File: src/hw/rtl/bslp_pkg.sv
// ----------------------------------------------------------------------------
// bslp_pkg - shared types and constants of the button scanner
// Scan modes, button codes, register indexes and reset values.
// ----------------------------------------------------------------------------
package bslp_pkg;

  localparam int unsigned PollW  = 12;
  localparam int unsigned LongW  = 16;
  localparam int unsigned HoldW  = 12;
  localparam int unsigned WaitW  = 13;
  localparam int unsigned CfgW   = 16;
  localparam int unsigned CodeW  = 3;

  localparam logic [PollW-1:0] PollReset    = 12'd100;
  localparam logic [LongW-1:0] LongReset    = 16'd1000;
  localparam logic [HoldW-1:0] HoldoffReset = 12'd25;

  // one-hot scan modes
  typedef enum logic [2:0] {
    MODE_WAIT    = 3'b001,
    MODE_TIMING  = 3'b010,
    MODE_RELEASE = 3'b100
  } mode_e;

  typedef enum logic [CodeW-1:0] {
    CODE_NONE     = 3'd0,
    CODE_BACK     = 3'd1,
    CODE_MENU     = 3'd2,
    CODE_UP       = 3'd3,
    CODE_DOWN     = 3'd4,
    CODE_LONGBACK = 3'd5
  } code_e;

  typedef enum logic [1:0] {
    REG_POLL    = 2'd0,
    REG_LONG    = 2'd1,
    REG_HOLDOFF = 2'd2
  } reg_idx_e;

endpackage

File: src/hw/rtl/button_scanner_long_press.sv
// ----------------------------------------------------------------------------
// button_scanner_long_press - polled button scanner with long press on Back
// An accepted tick request yields its result request in the next cycle.
// Throughput: one tick per cycle unless stalled; the output slot frees in the
// same cycle it is taken, so a new tick is accepted while a result leaves.
// Reset: config registers take their reset values, no press pending, waiting.
// ----------------------------------------------------------------------------
module button_scanner_long_press (
  input  logic                         clk_i,
  input  logic                         rst_ni,
  // configuration write port
  input  logic                         cfg_we_i,
  input  logic [1:0]                   cfg_index_i,
  input  logic [bslp_pkg::CfgW-1:0]    cfg_data_i,
  // tick request channel
  input  logic                         in_valid_i,
  output logic                         in_stall_o,
  input  logic                         back_level_i,
  input  logic                         menu_level_i,
  input  logic                         up_level_i,
  input  logic                         down_level_i,
  input  logic                         consume_i,
  input  logic                         accept_all_i,
  // result request channel
  output logic                         out_valid_o,
  input  logic                         out_stall_i,
  output logic [bslp_pkg::CodeW-1:0]   taken_button_o,
  output logic                         press_event_o,
  output logic [bslp_pkg::CodeW-1:0]   pending_button_o
);

  // --------------------------------------------------------------------------
  // Configuration registers
  // --------------------------------------------------------------------------
  logic [bslp_pkg::PollW-1:0] poll_q;
  logic [bslp_pkg::LongW-1:0] long_q;
  logic [bslp_pkg::HoldW-1:0] holdoff_q;

  always_ff @(posedge clk_i or negedge rst_ni) begin
    if (!rst_ni) begin
      poll_q    <= bslp_pkg::PollReset;
      long_q    <= bslp_pkg::LongReset;
      holdoff_q <= bslp_pkg::HoldoffReset;
    end else if (cfg_we_i) begin
      unique case (cfg_index_i)
        bslp_pkg::REG_POLL:    poll_q    <= cfg_data_i[bslp_pkg::PollW-1:0];
        bslp_pkg::REG_LONG:    long_q    <= cfg_data_i[bslp_pkg::LongW-1:0];
        bslp_pkg::REG_HOLDOFF: holdoff_q <= cfg_data_i[bslp_pkg::HoldW-1:0];
        default: ;  // writes beyond the register list are dropped
      endcase
    end
  end

  // --------------------------------------------------------------------------
  // Scanner state
  // --------------------------------------------------------------------------
  bslp_pkg::mode_e            mode_q, mode_d;
  logic [bslp_pkg::WaitW-1:0] wait_q, wait_d;
  logic [bslp_pkg::LongW-1:0] hold_q, hold_d;
  bslp_pkg::code_e            pend_q, pend_d;

  // Result register
  logic                       out_valid_q;
  bslp_pkg::code_e            taken_q, taken_d;
  logic                       event_q, event_d;

  // Accept a tick whenever the result slot is empty or drains this cycle.
  logic in_accept;
  assign in_stall_o = out_valid_q & out_stall_i;
  assign in_accept  = in_valid_i & ~in_stall_o;

  // Reload values for the wait counter; the sum always fits in 13 bits.
  logic [bslp_pkg::WaitW-1:0] reload_poll;
  logic [bslp_pkg::WaitW-1:0] reload_repeat;
  assign reload_poll   = {1'b0, poll_q};
  assign reload_repeat = reload_poll + {1'b0, holdoff_q};

  // Saturating increment of the hold counter.
  logic [bslp_pkg::LongW-1:0] hold_inc;
  assign hold_inc = (hold_q != '1) ? hold_q + 1'b1 : hold_q;

  bslp_pkg::code_e pend_mid;
  logic            take_ok;

  always_comb begin
    // Consume acts first on the code pending at the start of the tick.
    // A pending Back is only handed out when all buttons are accepted.
    take_ok  = consume_i & (accept_all_i | (pend_q != bslp_pkg::CODE_BACK));
    taken_d  = take_ok ? pend_q : bslp_pkg::CODE_NONE;
    pend_mid = take_ok ? bslp_pkg::CODE_NONE : pend_q;

    mode_d  = mode_q;
    wait_d  = wait_q;
    hold_d  = hold_q;
    pend_d  = pend_mid;
    event_d = 1'b0;

    unique case (mode_q)
      bslp_pkg::MODE_TIMING: begin
        if (back_level_i) begin
          // Keep timing; latch LongBack once the threshold is reached.
          hold_d = hold_inc;
          if (hold_inc >= long_q) begin
            pend_d  = bslp_pkg::CODE_LONGBACK;
            event_d = 1'b1;
            mode_d  = bslp_pkg::MODE_RELEASE;
          end
        end else begin
          // Released before the threshold: short Back.
          pend_d  = bslp_pkg::CODE_BACK;
          event_d = 1'b1;
          mode_d  = bslp_pkg::MODE_WAIT;
          wait_d  = reload_poll;
        end
      end
      bslp_pkg::MODE_RELEASE: begin
        // Hold here until Back is let go after a long press.
        if (!back_level_i) begin
          mode_d = bslp_pkg::MODE_WAIT;
          wait_d = reload_poll;
        end
      end
      default: begin
        // Waiting mode; unused codes fall in here as well.
        mode_d = bslp_pkg::MODE_WAIT;
        if (wait_q > bslp_pkg::WaitW'(1)) begin
          wait_d = wait_q - 1'b1;
        end else begin
          wait_d = reload_poll;
          if (back_level_i) begin
            // The scan itself counts as the first held tick.
            hold_d = bslp_pkg::LongW'(1);
            if (long_q <= bslp_pkg::LongW'(1)) begin
              pend_d  = bslp_pkg::CODE_LONGBACK;
              event_d = 1'b1;
              mode_d  = bslp_pkg::MODE_RELEASE;
            end else begin
              mode_d = bslp_pkg::MODE_TIMING;
            end
          end else if (menu_level_i && pend_mid != bslp_pkg::CODE_BACK) begin
            pend_d  = bslp_pkg::CODE_MENU;
            event_d = 1'b1;
            wait_d  = reload_repeat;
          end else if (up_level_i && pend_mid != bslp_pkg::CODE_MENU &&
                       pend_mid != bslp_pkg::CODE_BACK) begin
            pend_d  = bslp_pkg::CODE_UP;
            event_d = 1'b1;
            wait_d  = reload_repeat;
          end else if (down_level_i && pend_mid != bslp_pkg::CODE_UP &&
                       pend_mid != bslp_pkg::CODE_MENU &&
                       pend_mid != bslp_pkg::CODE_BACK) begin
            pend_d  = bslp_pkg::CODE_DOWN;
            event_d = 1'b1;
            wait_d  = reload_repeat;
          end
        end
      end
    endcase
  end

  // Advance the scanner state only on accepted ticks.
  always_ff @(posedge clk_i or negedge rst_ni) begin
    if (!rst_ni) begin
      mode_q <= bslp_pkg::MODE_WAIT;
      wait_q <= {1'b0, bslp_pkg::PollReset};
      hold_q <= '0;
      pend_q <= bslp_pkg::CODE_NONE;
    end else if (in_accept) begin
      mode_q <= mode_d;
      wait_q <= wait_d;
      hold_q <= hold_d;
      pend_q <= pend_d;
    end
  end

  // Result valid: set on accept, drop once taken with no new tick behind it.
  always_ff @(posedge clk_i or negedge rst_ni) begin
    if (!rst_ni) begin
      out_valid_q <= 1'b0;
    end else if (in_accept) begin
      out_valid_q <= 1'b1;
    end else if (!out_stall_i) begin
      out_valid_q <= 1'b0;
    end
  end

  // Result payload: load on accept, hold otherwise.
  bslp_pkg::code_e pend_out_q;

  always_ff @(posedge clk_i) begin
    if (in_accept) begin
      taken_q    <= taken_d;
      event_q    <= event_d;
      pend_out_q <= pend_d;
    end
  end

  assign out_valid_o      = out_valid_q;
  assign taken_button_o   = taken_q;
  assign press_event_o    = event_q;
  assign pending_button_o = pend_out_q;

  // --------------------------------------------------------------------------
  // Assertions
  // --------------------------------------------------------------------------
  a_event_has_code: assert property (@(posedge clk_i) disable iff (!rst_ni)
    (out_valid_o && press_event_o) |-> (pending_button_o != bslp_pkg::CODE_NONE))
    else $error("press event reported with no pending code");

  a_stall_needs_result: assert property (@(posedge clk_i) disable iff (!rst_ni)
    in_stall_o |-> out_valid_o)
    else $error("input stalled while the result slot is empty");

  a_timing_hold_nonzero: assert property (@(posedge clk_i) disable iff (!rst_ni)
    (mode_q == bslp_pkg::MODE_TIMING) |-> (hold_q != '0))
    else $error("timing Back with a zero hold count");

  a_event_when_accepted: assert property (@(posedge clk_i) disable iff (!rst_ni)
    (in_accept && event_d) |=> (out_valid_o && press_event_o))
    else $error("latched press did not reach the result register");

endmodule
File: config.mk
export PLATFORM = sky130hd
export DESIGN_NAME = button_scanner_long_press
export DESIGN_NICKNAME = d
export VERILOG_FILES = /design/src/hw/rtl/bslp_pkg.sv /design/src/hw/rtl/button_scanner_long_press.sv
export SDC_FILE = /design/constraint.sdc
export NUM_CORES = 1
export LEC_CHECK = 0
export BUFFER_PORTS_ARGS = -buffer_cell sky130_fd_sc_hd__buf_4
export CAP_MARGIN = 10
export CORE_ASPECT_RATIO = 1.5
export CORE_UTILIZATION = 56
export DETAILED_ROUTE_END_ITERATION = 8
export HOLD_SLACK_MARGIN = 0.03
export PLACE_DENSITY = 0.75
export SLEW_MARGIN = 0
export SYNTH_ARGS = -nofsm -noshare
export SYNTH_HDL_FRONTEND = slang
export SYNTH_SLANG_ARGS = --single-unit
File: constraint.sdc
create_clock -name clk_i -period 3.5 [get_ports clk_i]
set_input_delay 0.35 -clock clk_i [delete_from_list [all_inputs] [get_ports clk_i]]
set_output_delay 0.35 -clock clk_i [all_outputs]
set_load 0.02 [all_outputs]
==> results.toml <==
[layout]
n_antenna_cell = 0
synthToLayoutAreaGrowth_pct = 12.8
finalInstanceArea_um2 = 6160
fillers = 763
final_common_cell = "dfrtp_1"
final_net_count = 674
final_cell_mix = "59 x dfrtp_1, 47 x nand2_1, 46 x nor2_1, 46 x buf_4, 42 x mux2_2"
drive_gt1_share_pct = 22.5

[cts]
cts_tree = "built"
cts_root_buffer = "clkbuf_16"
htreeDepth = 3
cts_sinks = 83
clock_latency_ns = 0.35
cts_hold_buf = 0
cts_buffer_depth = 2
clk_pin_slew_ns = 0.07
cts_setup_buffers = 0
cts_made_buffers = 9
cts_resized = 0

[sta]
period_needed_ns = 3.38
max_slew_margin_pct = 32.2
layout_setup_ws_ns = 0.123
timing.final.crit_share_pct = 96.5
fin_worst_skew_ns = 0.0110
max_freq_ghz = 0.296
worst_hold_slack_ns = 0.160
setup_viol = 0
hold_violations = 0
final_max_slew_viol_count = 0
tightestPinTransition_ns = 1.01

[detailed_routing]
routed_wl_um = 13900
firstDrtPassIters = 5
via_per_inst = 6.41
vias = 4680
ant_nets = 0
drt-initial-drc-count = 247
avgRoutedWirePerCell_um = 19.1
drc_errors = 0

[synthesis]
syn_inst = 575
ys_types = 72
ys.warnings.count = 0
dominantRegCellSynth = "dfrtp_1"
syn_nets = 636
yosysSeqAreaShare_pct = 39.0
synth_edf_count = 7
synth_area_per_cell_um2 = 9.50
synth-seq-cells = 83
async_reset_ff_share_pct = 91.6
mappedNetlistArea_um2 = 5460

[floorplan]
die_h_um = 123
core-area_um2 = 9360
row_count = 43
start_util_pct = 58.4
die_area_um2 = 10200
die_w_um = 82.6
ios = 38

[setup_path]
path_class = "register to register"
cp_max_fo = 7
slowest_delay_ns = 0.46
worstPathArrival_ns = 3.61
end_kind = "register"
crit_required_ns = 3.73
crit_path_cell_trace = "nand3_1 > nor2_1 > nand3_1 > and3_1 > xor2_1 > ha_1 > nand3_1 > o21ai_0 > a2111oi_2 > o2bb2ai_2 > a31oi_1 > mux2_2"
crit_top_cell = "nand3_1"
slowest_stage = "dfrtp_1"
setup.worst_path.start_class = "register"

[place]
portBuffers = 37
dp_hpwl_um = 10100
dp_slack_ns = 0.0618
routabilityCongestion = 0.912
placed_cell_area_um2 = 5850

[power_and_ir_drop]
p_leak_nw = 2.71
ir_drop_uv = 391
power-per-cell-area_nw_per_um2 = 532
power.total_w = 0.00328

[grt]
grt_max_degree = 77
grt_first_pass_wirelength_um = 22800
grt_usage_pct = 30.0
antenna_found_initial = 0
overflow = 0
grt_pass1_vias = 4655

[run]
cap_violations = 0

[outcome]
status = "completed"

[worst_hold_path]
hp-class = "primary input to asynchronous set/reset pin"
[state kept, by name, summed over array words and instances (netlist names)]
signal	count
press_event_o	1
mode_q	3
wait_q	13
holdoff_q	12
out_valid_o	1
pend_q	3
poll_q	12
long_q	16
pending_button_o	3
hold_q	16
taken_button_o	3
[metrics by stage]
| step | cells | setup TNS (ns) | util (%) |
|---|---|---|---|
| floorplan | 575 | 0 | - |
| global placement | 714 | 0 | 62.5 |
| detailed placement | 714 | 0 | 62.5 |
| CTS | 730 | 0 | 65.6 |
| global route | 730 | -0.0475 | 65.9 |
| finish | 730 | 0 | 65.9 |
[where the power goes]
part | internal, W | total (W) | switching (W)
clock | 0.000527 | 0.000938 | 0.000411
combinational | 0.000453 | 0.000973 | 0.000519
sequential | 0.00117 | 0.00137 | 0.000200
total | 0.00215 | 0.00328 | 0.00113
[cell usage after synthesis, drive strengths merged, types with 12 or more instances]
| cell | count | area (um^2) |
|---|---|---|
| o31ai | 12 | 95.1 |
| a21oi | 38 | 194 |
| nand2 | 48 | 183 |
| nand3 | 17 | 85.1 |
| mux2 | 42 | 473 |
| inv | 26 | 97.6 |
| dfrtp | 60 | 1500 |
| o21ai | 38 | 194 |
| nor3 | 12 | 60.1 |
| nor2 | 47 | 176 |
| ha | 31 | 388 |
| o21a | 13 | 97.6 |
| dfstp | 16 | 420 |
[critical path: cells and delay by family, from the launching register on]
kind,cells,cell delay (ns)
compound gates,4,0.97
flops,1,0.46
xor+xnor,1,0.16
simple gates,5,1.05
fa+ha+maj,1,0.32
mux,1,0.30
[layer usage]
layer | up-vias | part of all wire (%) | track usage [%] | routed length [um]
met4 | 0 | 4.3 | 15.3 | 599
met2 | 135 | 53 | 52.0 | 7390
met3 | 43 | 3.9 | 5.02 | 543
met5 | - | 0 | 0 | 0
li1 | 2198 | - | - | -
met1 | 2304 | 39 | 34.9 | 5410
[area by class of cell]
| cell class | instances | area [um^2] | area share, % |
|---|---|---|---|
| clock buffers | 12 | 256 | 4.16 |
| clock inverters | 4 | 32.5 | 0.528 |
| inverters | 26 | 97.6 | 1.58 |
| multi-input cells | 447 | 3160 | 51.2 |
| flip-flops and latches | 83 | 2130 | 34.6 |
| well taps | 112 | 140 | 2.27 |
| repair buffers | 46 | 345 | 5.60 |
[worst paths after layout]
kind | from | end | slack, ns | cells after the start
setup / recovery | hold_q[13] | mode_q[1] | 0.12 | 12
hold / removal | rst_ni | hold_q[11] | 0.16 | 1
setup reg to reg | hold_q[13] | mode_q[1] | 0.12 | 12
hold reg to reg | wait_q[6] | wait_q[6] | 0.52 | 2
max in group asynchronous | rst_ni | hold_q[0] | 2.66 | 1
min in group clk_i | in_valid_i | out_valid_o | 0.22 | 2
[logic make-up (layout without fill, tap and decap cells)]
logic type | count (synthesis) | count (layout) | synth area share, %
flops | 83 | 83 | 39.0
fa+ha+maj | 32 | 32 | 7.47
simple gates | 178 | 178 | 16.4
buf+inv | 45 | 88 | 3.60
xor+xnor | 20 | 20 | 3.21
compound gates | 167 | 167 | 20.2
mux | 50 | 50 | 10.1
Note: power is estimated with default switching activity, not from simulation.
